File: config.mk
export PLATFORM = sky130hd
export DESIGN_NAME = mcc_front
export DESIGN_NICKNAME = d
export VERILOG_FILES = /design/src/rtl/mcc_pkg.sv /design/src/rtl/mcc_front.sv
export SDC_FILE = /design/constraint.sdc
export NUM_CORES = 1
export LEC_CHECK = 0
export BUFFER_PORTS_ARGS = -buffer_cell sky130_fd_sc_hd__buf_4
export CORE_ASPECT_RATIO = 0.6
export CORE_MARGIN = 4
export CORE_UTILIZATION = 45
export DETAILED_ROUTE_END_ITERATION = 16
export GPL_TIMING_DRIVEN = 0
export PLACE_DENSITY = 0.81
export SLEW_MARGIN = 5
export SYNTH_ARGS = -nofsm -noshare
export SYNTH_HDL_FRONTEND = slang
export SYNTH_SLANG_ARGS = --single-unit
File: constraint.sdc
create_clock -name vclk -period 9.05
set_clock_uncertainty 0.2 [all_clocks]
set_input_delay 0 -clock vclk [all_inputs]
set_output_delay 0 -clock vclk [all_outputs]
set_load 0.01 [all_outputs]
File: src/rtl/mcc_pkg.sv
// Shared types and constants of the matmul command collector.
// Used by every module of the block but mcc_ram; depends on nothing.
`timescale 1ns / 1ps
`default_nettype none
package mcc_pkg;

  localparam int TOTAL_WARPS    = 16;
  localparam int TAG_SLOTS      = 4;
  localparam int WORDS_PER_WARP = 9;
  localparam int COMMIT_WORD    = 8;
  localparam int DESC_WORDS     = 8;

  localparam int IDX_W     = 14;
  localparam int DATA_W    = 32;
  localparam int CNT_W     = 8;
  localparam int WARP_W    = (TOTAL_WARPS > 1) ? $clog2(TOTAL_WARPS) : 1;
  localparam int TAG_W     = (TAG_SLOTS > 1) ? $clog2(TAG_SLOTS) : 1;
  localparam int LANE_W    = $clog2(DESC_WORDS);
  localparam int REM_W     = $clog2(WORDS_PER_WARP);
  localparam int PROD_W    = 2 * IDX_W + 4;

  // Reciprocal of nine: exact quotient for every 14-bit index.
  localparam int RECIP_SHIFT = 17;
  localparam int RECIP_MULT  = ((1 << RECIP_SHIFT) + WORDS_PER_WARP - 1) / WORDS_PER_WARP;

  localparam logic [CNT_W-1:0] CNT_MAX = {CNT_W{1'b1}};

  typedef enum logic [1:0] {
    STAT_OK     = 2'd0,
    STAT_LAUNCH = 2'd1,
    STAT_REJECT = 2'd2
  } status_t;

  typedef enum logic [1:0] {
    OP_READ,
    OP_WRITE,
    OP_COMMIT,
    OP_REJECT
  } op_t;

  typedef enum logic {
    BK_EXEC,
    BK_LAUNCH
  } bk_state_t;

  typedef struct packed {
    op_t               op;
    logic [WARP_W-1:0] warp;
    logic [LANE_W-1:0] lane;
    logic [DATA_W-1:0] data;
  } item_t;

  typedef struct packed {
    logic valid;
    logic full;
  } q_stat_t;

endpackage
`default_nettype wire

File: src/rtl/mcc_front.sv
// Front end: decodes a bus access into a classified operation.
// Depends on mcc_pkg.
`timescale 1ns / 1ps
`default_nettype none
module mcc_front (
  input  wire logic                        in_action,
  input  wire logic [mcc_pkg::IDX_W-1:0]   in_word_index,
  input  wire logic [mcc_pkg::DATA_W-1:0]  in_write_data,
  output mcc_pkg::item_t                   item
);

  logic [mcc_pkg::PROD_W-1:0] prod;
  logic [mcc_pkg::IDX_W-1:0]  quot;
  logic [mcc_pkg::IDX_W-1:0]  quot9;
  logic [mcc_pkg::IDX_W-1:0]  rem_full;
  logic [mcc_pkg::REM_W-1:0]  rem;
  logic                       warp_ok;
  logic                       read_ok;
  logic                       tag_ok;

  always_comb begin
    prod     = mcc_pkg::PROD_W'(in_word_index) * mcc_pkg::PROD_W'(mcc_pkg::RECIP_MULT);
    quot     = mcc_pkg::IDX_W'(prod >> mcc_pkg::RECIP_SHIFT);
    quot9    = (quot << 3) + quot;
    rem_full = in_word_index - quot9;
    rem      = rem_full[mcc_pkg::REM_W-1:0];
    warp_ok  = quot < mcc_pkg::IDX_W'(mcc_pkg::TOTAL_WARPS);
    read_ok  = in_word_index < mcc_pkg::IDX_W'(mcc_pkg::TOTAL_WARPS);
    tag_ok   = in_write_data < mcc_pkg::DATA_W'(mcc_pkg::TAG_SLOTS);

    item.data = in_write_data;
    item.lane = rem[mcc_pkg::LANE_W-1:0];
    if (in_action) begin
      item.warp = quot[mcc_pkg::WARP_W-1:0];
      if (!warp_ok) begin
        item.op = mcc_pkg::OP_REJECT;
      end else if (rem == mcc_pkg::REM_W'(mcc_pkg::COMMIT_WORD)) begin
        item.op = tag_ok ? mcc_pkg::OP_COMMIT : mcc_pkg::OP_REJECT;
      end else begin
        item.op = mcc_pkg::OP_WRITE;
      end
    end else begin
      item.warp = in_word_index[mcc_pkg::WARP_W-1:0];
      item.op   = read_ok ? mcc_pkg::OP_READ : mcc_pkg::OP_REJECT;
    end
  end

endmodule
`default_nettype wire

; ---- Word-level counts from Yosys, hierarchy flattened
; Index checks and enable logic that the tools add are counted.
; Widths: inputs -> output; s select.
[totals]
regBits = 0
input_bits = 47
out_inout_bits = 41
wordCells = 12
[classes]
addsub = 2
mul = 1
order_cmp = 3
n_eq_ne = 1
muxes = 5
[ops]
columns = op, n
row1 = $lt 32x3->1 const B, 1
row2 = $mul 14x12->26 const B, 1
row3 = $lt 14x5->1 const B, 1
row4 = $lt 11x5->1 const B, 1
row5 = $mux 2, 3
row6 = $mux 6, 1
row7 = $add 4x4->4, 1
row8 = $eq 4x4->1 const B, 1
row9 = $sub 4x4->4, 1
row10 = $mux 1, 1

; ---- Depth between registers and ports, before layout
[logic_depth]
word_depth = 7
depth_mapped = 26
mapped_depth_nobuf = 26

; ---- Least setup slack after synthesis
; OpenSTA, ideal clock, no wires.
[synth_path]
kind = input -> output
startpoint = in in_word_index[2] (netlist bit)
endpoint = out item[40] (netlist bit)
arrival_ps = 5615
slack_ps = 3235
cell_stages = 23
path_buffers = 0
cell_sequence = fa_1 > ha_1 > inv_1 > fa_1 > inv_1 > fa_1 > inv_1 > fa_1 > inv_1 > ha_1 > nand3_1 > a211oi_1 > a211oi_2 > xnor2_1 > ha_1 > inv_1 > ha_1 > nor2_1 > fa_1 > inv_1 > or3_2 > or2_1 > a31oi_1
[synth_lines]
columns = item, line_no
row1 = from (decl), mcc_front.sv:7  ; input wire logic [mcc_pkg::IDX_W-1:0] in_word_index,
row2 = to (decl), mcc_front.sv:9  ; output mcc_pkg::item_t item

==> summary.md <==
| Metric | Value |
|---|---|
| Busiest layer in global routing | met2 |
| Hold Path Depth | 3 |
| CP Max Fanout | 6 |
| DR vias | 2787 |
| First-pass GRT wire length | 13660 um |
| Met1 Track Usage GR | 0.2713 |
| Leak Pwr | 2.247 nW |
| Initial DRC Count | around 130 |
| Top achievable clock speed | 149.5 MHz |
| Post-synthesis sequential area ratio | 0 |
| Die Area | between 8000 and 9000 um2 |
| Setup ws final | 2361 ps |
| Sequential cell count | 0 |
| Nets | 635 |
| Fin. Hold Viols | 0 |
| Diodes inserted | 0 |
| Worst Path Required | a little under 9000 ps |
| Clock Buffer Count | 0 |
| Share of the synthesized area in the top cell type | 0.3314 |
| Post-Syn Instances | between 300 and 400 |
| Worst slack, placed | between 2000 and 2500 ps |
| Hpwl dp | 7494 um |
| Count leader, synth | ha_1 |
| Share of layout cells above drive strength 1 | 0.2739 |
| Fin crit share | 0.7391 |
| Top cells by area, synth | ha_1 33%, fa_1 24%, inv_1 9.8% |
| First drt pass iteration count | 4 |
| Int Power | 0.8464 mW |
| Power, Total | 1.778 mW |
| Period minus WS final | 6689 ps |
| Slowest cell on crit path | fa_1 |
| Max cap viols | 0 |
| Bufs and invs on worst path | 8 |
| WP depth | 25 |
| Die Ht | ~74 um |
| Die X | 118.3 um |
| Setup TNS | 0 ps |
| YS warnings | 0 |
| Cell taking the most area after synthesis | ha_1 |
| Clock power share | 0 |
| Commonest cells in the netlist | 87 x ha_1, 86 x inv_1, 39 x fa_1 |
| Crit-path max cell delay | 540 ps |
| Vias/cell | 5.095 |
| Core Util, Final | 0.5890 |
| Run status | completed |
| Final Slew Violations | 0 |
| CP delay by family, top | adder cells |
| CP arrival | approximately 6500 ps |
| Hold Crit Class | input port to output port |
| Reg area | 0 um2 |
| Worst vdd ir | 932.2 uV |
| Slew margin rel. | 0.6260 |
| Port Buffers | 85 |
| WL per Instance | 14.70 um |
| Met3 Usage GRT | 0.02888 |
| Remaining antenna violation count | 0 |
| Critical Path Sink Type | output port |
| Antenna violations before repair | 0 |
| Gr usage total | 0.1896 |
| Cell variety after synth | 41 |
| Switching power | 0.9317 mW |
| GPL Wtd Cong | ~0.9 |
| Pwr dens | 438.9 nW/um2 |
| Switching portion of total power | 0.5240 |
| Hold EP | item[7] |
| Worst Hold Launch | in_write_data[7] |
| Top cell by count, worst path | inv_1 |
| Synth-to-Final Area Change | 23.35% |
| Number of global-route vias before repair | just under 3000 |
| # IOs | 88 |
| Worst Tran Pin Value | 557.6 ps |
| # rows | 23 |
| Synthesized area | 3284 um2 |
| Residual DRC | 0 |
| Combinational power share | 1.000 |
| Setup violators final | 0 |
| Initial Util | 0.4775 |
| Worst setup SP type | input port |
| GRT overflow | 0 |
| Largest net degree at the start of global routing | 10 |
| Setup Buffers After CTS | 0 |
| Post-CTS Resized | 0 |
| Post-Route WL | a little over 8000 um |
| Unrepaired setup endpoints after global routing | false |
| CORE AREA | roughly 6900 um2 |
| Syn_nets | around 550 |
| Post-Syn Area per Cell | 8.805 um2 |
| Critical path class | input port to output port |
| GR Util met2 | 0.3264 |
| Seq pwr share | 0 |
==> layout make-up <==
cell class	instances	area, um2
well taps	87	108.9
plain buffers	34	249.0
repair buffers	87	658.1
multi-input cells	253	2713
inverters	86	322.8
fillers	617	2826
==> power by group through the flow <==
stage	Clock (mW)	Combinational [mW]	Sequential, mW
floorplan	0	1.26	0
global route	0	2.02	0
CTS	0	1.78	0
detailed placement	0	1.77	0
global placement	0	1.70	0
finish	0	1.78	0
==> layer usage <==
metal,part of all wire,vias up
met5,0,-
met2,0.43,107
met3,0.083,8
li1,-,1383
met1,0.48,1289
met4,0.0051,0
==> cell usage in the layout, fill, tap and decap left out, types with 2 or more instances in the layout <==
master / n
a211oi_1: 3
a21oi_1: 20
a31oi_1: 3
and3_1: 2
buf_4: 117
dlygate4sd3_1: 2
fa_1: 39
ha_1: 87
inv_1: 86
mux2_2: 2
nand2_1: 13
nand3_1: 5
nand3b_1: 2
nand4_1: 3
nor2_1: 8
nor3_1: 3
nor4_1: 9
o211ai_1: 4
o21ai_0: 12
o21bai_1: 2
or3_1: 3
xnor2_1: 12
xnor3_1: 2
xor2_1: 3
==> worst max-delay path by stage <==
stage | startpoint | end | slack (ps)
detailed placement | in_word_index[3] | item[40] | 2460
global route | in_word_index[1] | item[40] | 2060
finish | in_word_index[1] | item[40] | 2360
CTS | in_word_index[1] | item[40] | 2420
global placement | in_word_index[3] | item[40] | 2650
floorplan | in_word_index[2] | item[40] | 3240
==> logic make-up after synthesis <==
group / count (synthesis) / synth area share
adder cells (fa/ha/maj): 126 / 0.5691
buffers and inverters: 120 / 0.1741
AO/OA/AOI/OAI: 55 / 0.1120
AND/OR/NAND/NOR: 53 / 0.08419
XOR/XNOR: 17 / 0.05371
multiplexers: 2 / 0.006857
==> stage by stage <==
stage          area (um2)  cells  hold slack [ps]
2_1_floorplan        3284    373           -116.5
3_3_place_gp         4031    545           -22.22
3_5_place_dp         4031    545           -20.82
4_1_cts              4051    547            74.39
5_1_grt              4051    547            80.71
6_report             4051    547            72.97
==> timing repair <==
action,in CTS,in global routing
endpoints found under the hold margin,2,0
setup endpoints to repair,0,0
hold buffers,2,0
No activity file was read; power rests on OpenSTA's default activity.
