`config.mk`:
```
export PLATFORM = sky130hd
export DESIGN_NAME = mcc_queue
export DESIGN_NICKNAME = d
export VERILOG_FILES = /design/src/rtl/mcc_pkg.sv /design/src/rtl/mcc_queue.sv
export SDC_FILE = /design/constraint.sdc
export NUM_CORES = 1
export LEC_CHECK = 0
export BUFFER_PORTS_ARGS = -buffer_cell sky130_fd_sc_hd__buf_2
export CAP_MARGIN = 15
export CORE_UTILIZATION = 30
export CTS_CLUSTER_SIZE = 24
export DETAILED_ROUTE_END_ITERATION = 12
export REMOVE_ABC_BUFFERS = 1
export SYNTH_ARGS = -nofsm -noshare
export SYNTH_HDL_FRONTEND = slang
export SYNTH_SLANG_ARGS = --single-unit
```
`constraint.sdc`:
```
create_clock -name clk -period 2.65 [get_ports clk]
set_clock_uncertainty 0.05 [all_clocks]
set_input_delay 0.1325 -clock clk [delete_from_list [all_inputs] [get_ports clk]]
set_output_delay 0.1325 -clock clk [all_outputs]
set_load 0.005 [all_outputs]
```
`src/rtl/mcc_pkg.sv`:
```
// Shared types and constants of the matmul command collector.
// Used by every module of the block but mcc_ram; depends on nothing.
`timescale 1ns / 1ps
`default_nettype none
package mcc_pkg;

  localparam int TOTAL_WARPS    = 16;
  localparam int TAG_SLOTS      = 4;
  localparam int WORDS_PER_WARP = 9;
  localparam int COMMIT_WORD    = 8;
  localparam int DESC_WORDS     = 8;

  localparam int IDX_W     = 14;
  localparam int DATA_W    = 32;
  localparam int CNT_W     = 8;
  localparam int WARP_W    = (TOTAL_WARPS > 1) ? $clog2(TOTAL_WARPS) : 1;
  localparam int TAG_W     = (TAG_SLOTS > 1) ? $clog2(TAG_SLOTS) : 1;
  localparam int LANE_W    = $clog2(DESC_WORDS);
  localparam int REM_W     = $clog2(WORDS_PER_WARP);
  localparam int PROD_W    = 2 * IDX_W + 4;

  // Reciprocal of nine: exact quotient for every 14-bit index.
  localparam int RECIP_SHIFT = 17;
  localparam int RECIP_MULT  = ((1 << RECIP_SHIFT) + WORDS_PER_WARP - 1) / WORDS_PER_WARP;

  localparam logic [CNT_W-1:0] CNT_MAX = {CNT_W{1'b1}};

  typedef enum logic [1:0] {
    STAT_OK     = 2'd0,
    STAT_LAUNCH = 2'd1,
    STAT_REJECT = 2'd2
  } status_t;

  typedef enum logic [1:0] {
    OP_READ,
    OP_WRITE,
    OP_COMMIT,
    OP_REJECT
  } op_t;

  typedef enum logic {
    BK_EXEC,
    BK_LAUNCH
  } bk_state_t;

  typedef struct packed {
    op_t               op;
    logic [WARP_W-1:0] warp;
    logic [LANE_W-1:0] lane;
    logic [DATA_W-1:0] data;
  } item_t;

  typedef struct packed {
    logic valid;
    logic full;
  } q_stat_t;

endpackage
`default_nettype wire

```
`src/rtl/mcc_queue.sv`:
```
// Two-entry queue of classified operations between front and back end.
// Depends on mcc_pkg.
`timescale 1ns / 1ps
`default_nettype none
module mcc_queue (
  input  wire logic           clk,
  input  wire logic           rst_n,
  input  wire logic           push,
  input  wire mcc_pkg::item_t push_item,
  input  wire logic           pop,
  output mcc_pkg::item_t      head_item,
  output mcc_pkg::q_stat_t    stat
);

  mcc_pkg::item_t entry_r [2];
  logic           wr_ptr_r, wr_ptr_nxt;
  logic           rd_ptr_r, rd_ptr_nxt;
  logic [1:0]     count_r, count_nxt;
  logic           do_push;
  logic           do_pop;

  always_comb begin
    stat.valid = count_r != 2'd0;
    stat.full  = count_r == 2'd2;
    head_item  = entry_r[rd_ptr_r];
    do_push    = push && !stat.full;
    do_pop     = pop && stat.valid;
    wr_ptr_nxt = wr_ptr_r ^ do_push;
    rd_ptr_nxt = rd_ptr_r ^ do_pop;
    count_nxt  = count_r + 2'(do_push) - 2'(do_pop);
  end

  always_ff @(posedge clk) begin
    if (!rst_n) begin
      wr_ptr_r <= 1'b0;
      rd_ptr_r <= 1'b0;
      count_r  <= 2'd0;
    end else begin
      wr_ptr_r <= wr_ptr_nxt;
      rd_ptr_r <= rd_ptr_nxt;
      count_r  <= count_nxt;
    end
  end

  always_ff @(posedge clk) begin
    if (do_push) begin
      entry_r[wr_ptr_r] <= push_item;
    end
  end

endmodule
`default_nettype wire

```
# After elaboration in Yosys (flattened, before gate mapping)

Memories as Yosys holds them, arrays and structs flattened. A register that Yosys moved wholly into a read port is not among the register bits.
Cells that the tools add are included.

Bitwise logic cells: 2
Eq/ne operators: 1
Reductions and logical operators: 4
Add/sub/neg operators: 2
Mux-type cells: 3

Operators with widths:

| kind                                 | number |
|---|---|
| two-way mux 1 bit                    | 3 |
| adder 2 x 1 -> 2 bit                 | 1 |
| == test 2 bit, second input constant | 1 |
| logical AND 1 bit                    | 2 |
| nonzero test 2 bit                   | 1 |
| subtractor 2 x 1 -> 2 bit            | 1 |
| XOR 1 bit                            | 2 |
| logical NOT 1 bit                    | 1 |

Memories kept: 1
Input port bits: 45
Register bits after elaboration: 4
Memory bits (writable): 82

Memories:

| memory  | depth | width | rd ports | clocked after Yosys merged registers in | wr ports | line            | source |
|---|---|---|---|---|---|---|---|
| entry_r | 2     | 41    | 1        | 1                                       | 1        | mcc_queue.sv:15 | `mcc_pkg::item_t entry_r [2];` |

# Longest topological paths before layout

Gate-level depths: netlist (run 1).

Depth after elaboration: 5
Gate-level depth with buffers: 7
Gate-level depth less buffers: 7

# Worst setup path before layout (run 1)

OpenSTA, ideal clock, no wires.

Path kind: flip-flop to flip-flop
Start point: reg count_r[1]
End point: mem entry_r[1][0] (netlist bit) (enable)
Slack: 541 ps
Library setup time: 403 ps
Arrival: 1657 ps
Stages on the path, launching flop included: 4
Cells stage by stage: dfxtp_1 -> or2b_1 -> and2_1 -> ha_1

Word-level cells in the longest chain between the ends: 5

RTL lines:

| what                                    | line            | source |
|---|---|---|
| start: declaration                      | mcc_queue.sv:18 | `logic [1:0] count_r, count_nxt;` |
| start signal: assignment                | mcc_queue.sv:41 | `count_r <= count_nxt;` |
| == test 2 bit                           | mcc_queue.sv:24 | `stat.full = count_r == 2'd2;` |
| logical NOT 1 bit                       | mcc_queue.sv:26 | `do_push = push && !stat.full;` |
| logical AND 1 bit                       | mcc_queue.sv:26 |  |
| two-way mux 1 bit                       | mcc_queue.sv:46 | `if (do_push) begin` |
| two-way mux 1 bit (not written as such) | mcc_queue.sv:47 | `entry_r[wr_ptr_r] <= push_item;` |
| end: declaration                        | mcc_queue.sv:15 |  |

Every way passes these cells.

# Worst setup path after layout (run 1)

Start point: reg count_r[1]
End point: mem entry_r[0][22] (netlist bit) (enable)

The elaborated chain is that of the path after synthesis.

==> implementation parameters, run 1 <==
Parameter                              Value

CTS
  Clock input transition at the sequential cells of the worst setup and hold paths    0.06 ns
  Number of sinks driven by the clock tree    87
  Total of cells resized after clock tree synthesis    0
  Clk_lat worst skew    0.32 ns
  Clock buffer count from CTS    9
  Total setup buffers inserted after CTS    0
  Maximum count of clock buffers along a single path    2
  Clock tree from TritonCTS    built
  Maximum level of the CTS H-tree    3
  CTS root buffer    clkbuf_16

Global routing
  Wire length of the first global-routing pass    8970 µm
  Aggregate global routing overflow    0
  Vias in the first global route    1877
  Aggregate global-route resource usage    10.35%
  Maximum number of pins on one net before global-route repair    42
  Initial antenna violation count    0

Timing
  Upper clock frequency limit    571.7 MHz
  RSZ-0062 raised after global routing    no
  Period minus WS final    1.749 ns
  Part of the cycle the worst path needs    66.01%
  Count of endpoints failing hold in the final timing report    0
  Worst hold slack across all endpoints    0.03435 ns
  Max-slew violation count    0
  Transition at the pin with the smallest max-transition slack    0.5827 ns
  Setup violators final    0
  Sum of negative setup slack    0 ns
  Worst max-slew margin expressed relative to the limit    61.15%

Synth
  Count of flip-flops with a built-in enable after synthesis    82
  Most numerous cell in the Yosys netlist    edfxtp_1
  Number of warnings printed during yosys synthesis    0
  Ranking of synthesized cells by area    edfxtp_1 (72%), mux2_4 (17%), dfxtp_1 (2.9%), buf_12 (2.3%), ha_1 (1.5%)
  Number of distinct standard cells referenced by the synthesized netlist    18
  Biggest area consumer among synthesized cells    edfxtp_1
  Netlist area before placement    3432 µm²
  Count of state elements after synthesis    87
  Average cell area after synthesis    22.43 µm²
  Synthesized netlist cell count    153
  Post-synth top flop    edfxtp_1
  Proportion of register bits with asynchronous set or reset after synthesis    0%
  Ranking of synthesized cells by instance count    edfxtp_1 (82), mux2_4 (40), dfxtp_1 (5)
  Sequential share of the synthesized area    74.66%
  Proportion of netlist area held by the largest area contributor    71.75%

Power
  Worst vdd ir    0.3784 mV
  Power Dens Cells    885.5 nW/µm²
  Leakage component of the power    1.889 nW
  Power consumption    4.193 mW

Floorplanning
  Die area    11870 µm²
  Die boundary width    109.0 µm
  Overall die height    109.0 µm
  Number of standard-cell rows in the floorplan    38
  Core Box Area    10980 µm²
  Starting density of the core    31.25%
  IO Pins    88

Setup path
  Crit path max fanout    41
  Type of destination of the critical path    flop
  Data arrival time of the worst path    1.66 ns
  Required time of the critical path    2.56 ns
  Setup crit start kind    flop
  Cell with the largest stage delay on the worst path    buf_4
  Crit-path max cell delay    0.47 ns
  Crit Path Class    reg2reg
  Crit path max-delay family    buffers and inverters
  Buffers & Inverters on Critical Path    1
  Sequence of cells on the critical path    or2b_1 > and2_1 > ha_2 > buf_4
  Worst R2R Setup Slack    0.90 ns

Route
  Total number of vias    1819
  DRC errors left    0
  Total wire length    5895 µm
  First drt pass iteration count    3
  Number of vias per cell    4.172
  Wire per inst    13.52 µm
  Iteration-0 DRC Markers    35
  Residual antenna-violating net count after detailed routing    0

Finish
  Antenna Cells    0
  Share of post-route cells with drive strength above 1    51.01%
  P&R area growth vs syn    37.95%
  Final net count    340

Hold path
  Worst min path class    in2reg

Placement
  Number of port buffers    87
  Final weighted congestion in routability-driven placement    0.6104

Run
  Total of max-cap violations    0

Status
  Run status    finished clean
path summary, 6_finish.rpt:
kind | startpoint | end | cells past startpoint
max | count_r[1] | entry_r[0][22] | 4
min | rst_n | count_r[0] | 2
max reg2reg | count_r[1] | entry_r[0][22] | 4
min reg2reg | rd_ptr_r | flop | 2
layout make-up:
type	count	area [µm²]
Fill cell	1035	6248
Sequential cell	87	2564
Tap cell	140	175.2
Inverter	3	11.26
Multi-Input combinational cell	58	772.0
Clock buffer	11	232.7
Clock inverter	5	103.9
Timing Repair Buffer	132	875.8
worst register-to-register path, delay by kind of cell, from the launching register on:
kind                       cells  cell delay [ns]
and+or+nand+nor                2             0.34
buffers and inverters          1             0.47
adders and majority gates      1             0.17
DFF                            1             0.33
kinds of logic (layout without fill, tap and decap cells):
kind of cell	after synthesis	after routing	synth area share (%)
multiplexers	43	43	18.41
adder cells (fa/ha/maj)	4	4	1.458
AND/OR/NAND/NOR	9	9	1.605
AO/OA/AOI/OAI	1	1	0.2188
XOR/XNOR	1	1	0.6562
buffers and inverters	8	151	2.989
flip-flops	87	87	74.66
through the flow:
step | util [%] | std cells | setup WS [ns] | area [µm²]
6_report | 43.11 | 436 | 0.9007 | 4735
5_1_grt | 43.11 | 436 | 0.7526 | 4735
4_1_cts | 43.11 | 436 | 0.8662 | 4735
3_5_place_dp | 36.31 | 379 | 0.8710 | 3988
3_3_place_gp | 36.31 | 379 | 0.9041 | 3988
2_1_floorplan | - | 148 | 0.3386 | 3341
sequential cells by signal, summed over array words and instances, names as in the netlist, named ones only:
register,count
rd_ptr_r,1
count_r,2
entry_r,82
wr_ptr_r,1
power breakdown:
group | switching, mW | leakage [nW] | internal [mW] | total (mW)
Sequential | 0.0531 | 0.808 | 1.75 | 1.80
Combinational | 0.427 | 0.917 | 0.564 | 0.991
Clock | 0.478 | 0.164 | 0.923 | 1.40
Total | 0.958 | 1.89 | 3.23 | 4.19
cell usage in the layout (no fill, tap or decap):
master / count
buf_2: 87
edfxtp_1: 82
dlygate4sd3_1: 41
mux2_4: 40
clkbuf_16: 9
dfxtp_1: 4
buf_4: 4
inv_1: 3
bufinv_16: 3
and2_1: 2
nand2_1: 2
mux2i_1: 2
ha_1: 2
ha_2: 2
clkbuf_1: 2
or2_2: 1
o21a_1: 1
or2b_1: 1
nand2b_1: 1
nor2b_1: 1
xnor3_1: 1
nor2b_2: 1
mux2_2: 1
dfxtp_2: 1
clkinv_2: 1
inv_6: 1
per-layer routing:
layer | up-vias | wire length (µm) | global-route usage (%)
li1 | 864 | - | -
met1 | 891 | 2584 | 12.48
met2 | 55 | 2940 | 17.25
met3 | 9 | 294 | 2.809
met4 | 0 | 76 | 4.633
met5 | - | 0 | 0
repair_timing:
item / 4_1_cts / 5_1_grt
hold buffers: 41 / 0
endpoints found under the setup margin: 0 / 0
endpoints found under the hold margin: 82 / 0
No activity file was read; power rests on OpenSTA's default activity.
==> run 2: changes to the inputs <==
==> constraint.sdc (replaced) <==
create_clock -name clk -period 1.65 [get_ports clk]
set_clock_uncertainty 0.05 [all_clocks]
set_input_delay 0.0825 -clock clk [delete_from_list [all_inputs] [get_ports clk]]
set_output_delay 0.0825 -clock clk [all_outputs]
set_load 0.005 [all_outputs]
==> run 2 against run 1 <==
  * Combinational power rose by 71%
  * Hold slack improved by 0.088 ns
  * Via count rose by 0.44%
  * Final area rose by 0.79%
  * Flip-flop and latch count did not move
  * Highest routed layer unchanged
  * Register-to-register slack got worse by 0.80 ns
  * Sequential share of layout area fell by 0.40 points
  * Routed wire length fell by 3.4%
==> implementation parameters, run 2 (synthesized netlist as in run 1, its figures left out) <==
Parameter                              Value

Status
  Run status    finished clean (unchanged)

Floorplanning
  Overall die height    109.0 µm (unchanged)
  Core Box Area    10980 µm² (unchanged)
  IO Pins    88 (unchanged)
  Starting density of the core    31.25% (unchanged)
  Die area    11870 µm² (unchanged)
  Number of standard-cell rows in the floorplan    38 (unchanged)
  Die boundary width    109.0 µm (unchanged)

Setup path
  Crit Path Class    reg2reg (unchanged)
  Sequence of cells on the critical path    or2b_1 > nand2_1 > ha_1 > inv_1 > ha_1 > xnor3_1 > nor2b_2 (was or2b_1 > and2_1 > ha_2 > buf_4)
  Setup crit start kind    flop (unchanged)
  Cell with the largest stage delay on the worst path    dfxtp_2 (was buf_4)
  Cell occurring most often along the worst timing path    ha_1
  Data arrival time of the worst path    1.76 ns (was 1.66 ns)
  R2R cell count    7 (was 4)
  Critical Path Source    count_r[1] (unchanged)
  Last element of the critical path    count_r[1] (was entry_r[0][22])
  Crit-path max cell delay    0.35 ns (was 0.47 ns)
  Reg-to-reg critical path endpoint    count_r[1] (was entry_r[0][22])
  Required time of the critical path    1.86 ns (was 2.56 ns)
  Worst R2R Setup Slack    0.10 ns (was 0.90 ns)
  Reg-to-Reg Start    count_r[1] (unchanged)
  Type of destination of the critical path    flop (unchanged)
  Crit path max fanout    4 (was 41)

Route
  Iteration-0 DRC Markers    28 (was 35)
  Wire per inst    12.94 µm (was 13.52 µm)
  Total wire length    5694 µm (was 5895 µm)
  Residual antenna-violating net count after detailed routing    0 (unchanged)
  First drt pass iteration count    3 (unchanged)
  Total number of vias    1827 (was 1819)
  DRC errors left    0 (unchanged)
  Number of vias per cell    4.152 (was 4.172)

Timing
  Part of the cycle the worst path needs    93.79% (was 66.01%)
  Setup violators final    0 (unchanged)
  Count of endpoints failing hold in the final timing report    0 (unchanged)
  Sum of negative setup slack    0 ns (unchanged)
  Worst max-slew margin expressed relative to the limit    86.25% (was 61.15%)
  Upper clock frequency limit    646.2 MHz (was 571.7 MHz)
  Max-slew violation count    0 (unchanged)
  Transition at the pin with the smallest max-transition slack    0.2062 ns (was 0.5827 ns)
  Minimum setup slack in the final design    0.1025 ns (was 0.9007 ns)
  Period minus WS final    1.547 ns (was 1.749 ns)

Hold path
  Worst min path class    in2reg (unchanged)

Finish
  Flip-flop count of the largest register, all copies and words added    82 (unchanged)
  Largest registers    entry_r (82), count_r (2) (unchanged)
  Antenna Cells    0 (unchanged)
  Register with the most flip-flops    entry_r (unchanged)
  Most common library cell in the layout ignoring fill and taps    buf_2 (unchanged)
  Share of post-route cells with drive strength above 1    52.00% (was 51.01%)
  P&R area growth vs syn    39.04% (was 37.95%)
  Final net count    344 (was 340)
  Most frequent cells in the layout    buf_2 (87), edfxtp_1 (82), dlygate4sd3_1 (42) (was buf_2 (87), edfxtp_1 (82), dlygate4sd3_1 (41))

Placement
  Estimated wirelength of the detail-placed design    3775 µm
  Final weighted congestion in routability-driven placement    0.6377 (was 0.6104)
  Setup Slack @ Placement    0.07070 ns (was 0.8710 ns)
  Number of port buffers    87 (unchanged)

CTS
  Maximum count of clock buffers along a single path    2 (unchanged)
  Maximum level of the CTS H-tree    3 (unchanged)
  Number of sinks driven by the clock tree    87 (unchanged)
  Clock buffer count from CTS    9 (unchanged)
  Clock input transition at the sequential cells of the worst setup and hold paths    0.06 ns (about the same)
  CTS root buffer    clkbuf_16 (unchanged)
  Clock tree from TritonCTS    built (unchanged)
  Clk_lat worst skew    0.32 ns (about the same)

Run
  Total of max-cap violations    0 (unchanged)

Global routing
  Vias in the first global route    1896 (was 1877)
  Aggregate global routing overflow    0 (unchanged)
  Wire length of the first global-routing pass    8852 µm (was 8970 µm)
  Initial antenna violation count    0 (unchanged)
  Aggregate global-route resource usage    10.25% (was 10.35%)
  Maximum number of pins on one net before global-route repair    35 (was 42)

Power
  Net Sw Power    1.550 mW (was 0.9581 mW)
  Internal    4.971 mW (was 3.234 mW)
  Leakage component of the power    1.900 nW (was 1.889 nW)
  Share of total power in combinational logic    25.9% (was 23.6%)
  Worst vdd ir    0.6955 mV (was 0.3784 mV)
  Switch share    23.76% (was 22.85%)
  Power consumption    6.521 mW (was 4.193 mW)
  Power Dens Cells    1366 nW/µm² (was 885.5 nW/µm²)
  Clock Power Share    29.6% (was 33.4%)
  Register share of total power    44.5% (was 43.0%)
-- run 2: routing by layer --
| layer | share of wire, % | up-vias | wire length, µm | global-route usage [%] |
|---|---|---|---|---|
| met5 | 0 | - | 0 | 0 |
| met4 | 1.7 | 0 | 99 | 5.502 |
| met3 | 5.1 | 11 | 292 | 2.630 |
| met2 | 49 | 57 | 2795 | 16.62 |
| met1 | 44 | 889 | 2506 | 12.47 |
| li1 | - | 870 | - | - |
-- run 2: power groups by stage --
stage / logic (mW) / registers, mW / clock network, mW
floorplan: 0.918 / 3.05 / 0
global placement: 1.63 / 2.93 / 0
detailed placement: 1.65 / 2.95 / 0
CTS: 1.73 / 2.90 / 1.98
global route: 1.87 / 2.93 / 2.06
finish: 1.69 / 2.90 / 1.93
-- run 2: how the worst min path moves through the flow --
stage | start | endpoint | slack, ns | cells after the start
3_5_place_dp | push_item[9] | entry_r[0][9] | 0.23 | 1
3_3_place_gp | push_item[9] | entry_r[0][9] | 0.22 | 1
6_report | pop | rd_ptr_r | 0.12 | 3
4_1_cts | pop | rd_ptr_r | 0.11 | 3
2_1_floorplan | push_item[0] | entry_r[0][0] | 0.13 | 0
5_1_grt | pop | rd_ptr_r | 0.14 | 3
-- run 2: worst max-delay path: cells and delay by family, from the launching register on --
kind	cells	cell delay [ns]
AND/OR/NAND/NOR	3	0.44
adder cells (fa/ha/maj)	2	0.36
flip-flops	1	0.35
buffers and inverters	1	0.06
XOR/XNOR	1	0.22
-- run 2: stage by stage --
step | hold slack [ns] | instances | utilization (%) | instance area, µm²
after global routing | 0.1436 | 440 | 43.45 | 4772
after detailed placement | 0.2256 | 381 | 36.90 | 4053
after global placement | 0.2223 | 381 | 36.90 | 4053
after floorplan | 0.1314 | 148 | - | 3341
final | 0.1223 | 440 | 43.45 | 4772
after CTS | 0.1128 | 439 | 43.37 | 4763
-- run 2: cell type report --
class | instances | area, µm²
repair buffers | 136 | 958.4
clock buffers | 10 | 229.0
flip-flops and latches | 87 | 2565
inverters | 3 | 11.26
well taps | 140 | 175.2
multi-input cells | 58 | 772.0
clock inverters | 6 | 61.31
fillers | 999 | 6211
-- run 2: repair_timing --
action,CTS,global route
endpoints found under the hold margin,85,0
hold buffers,42,0
resized for setup,0,1
endpoints found under the setup margin,0,1
buffers inserted,0,1
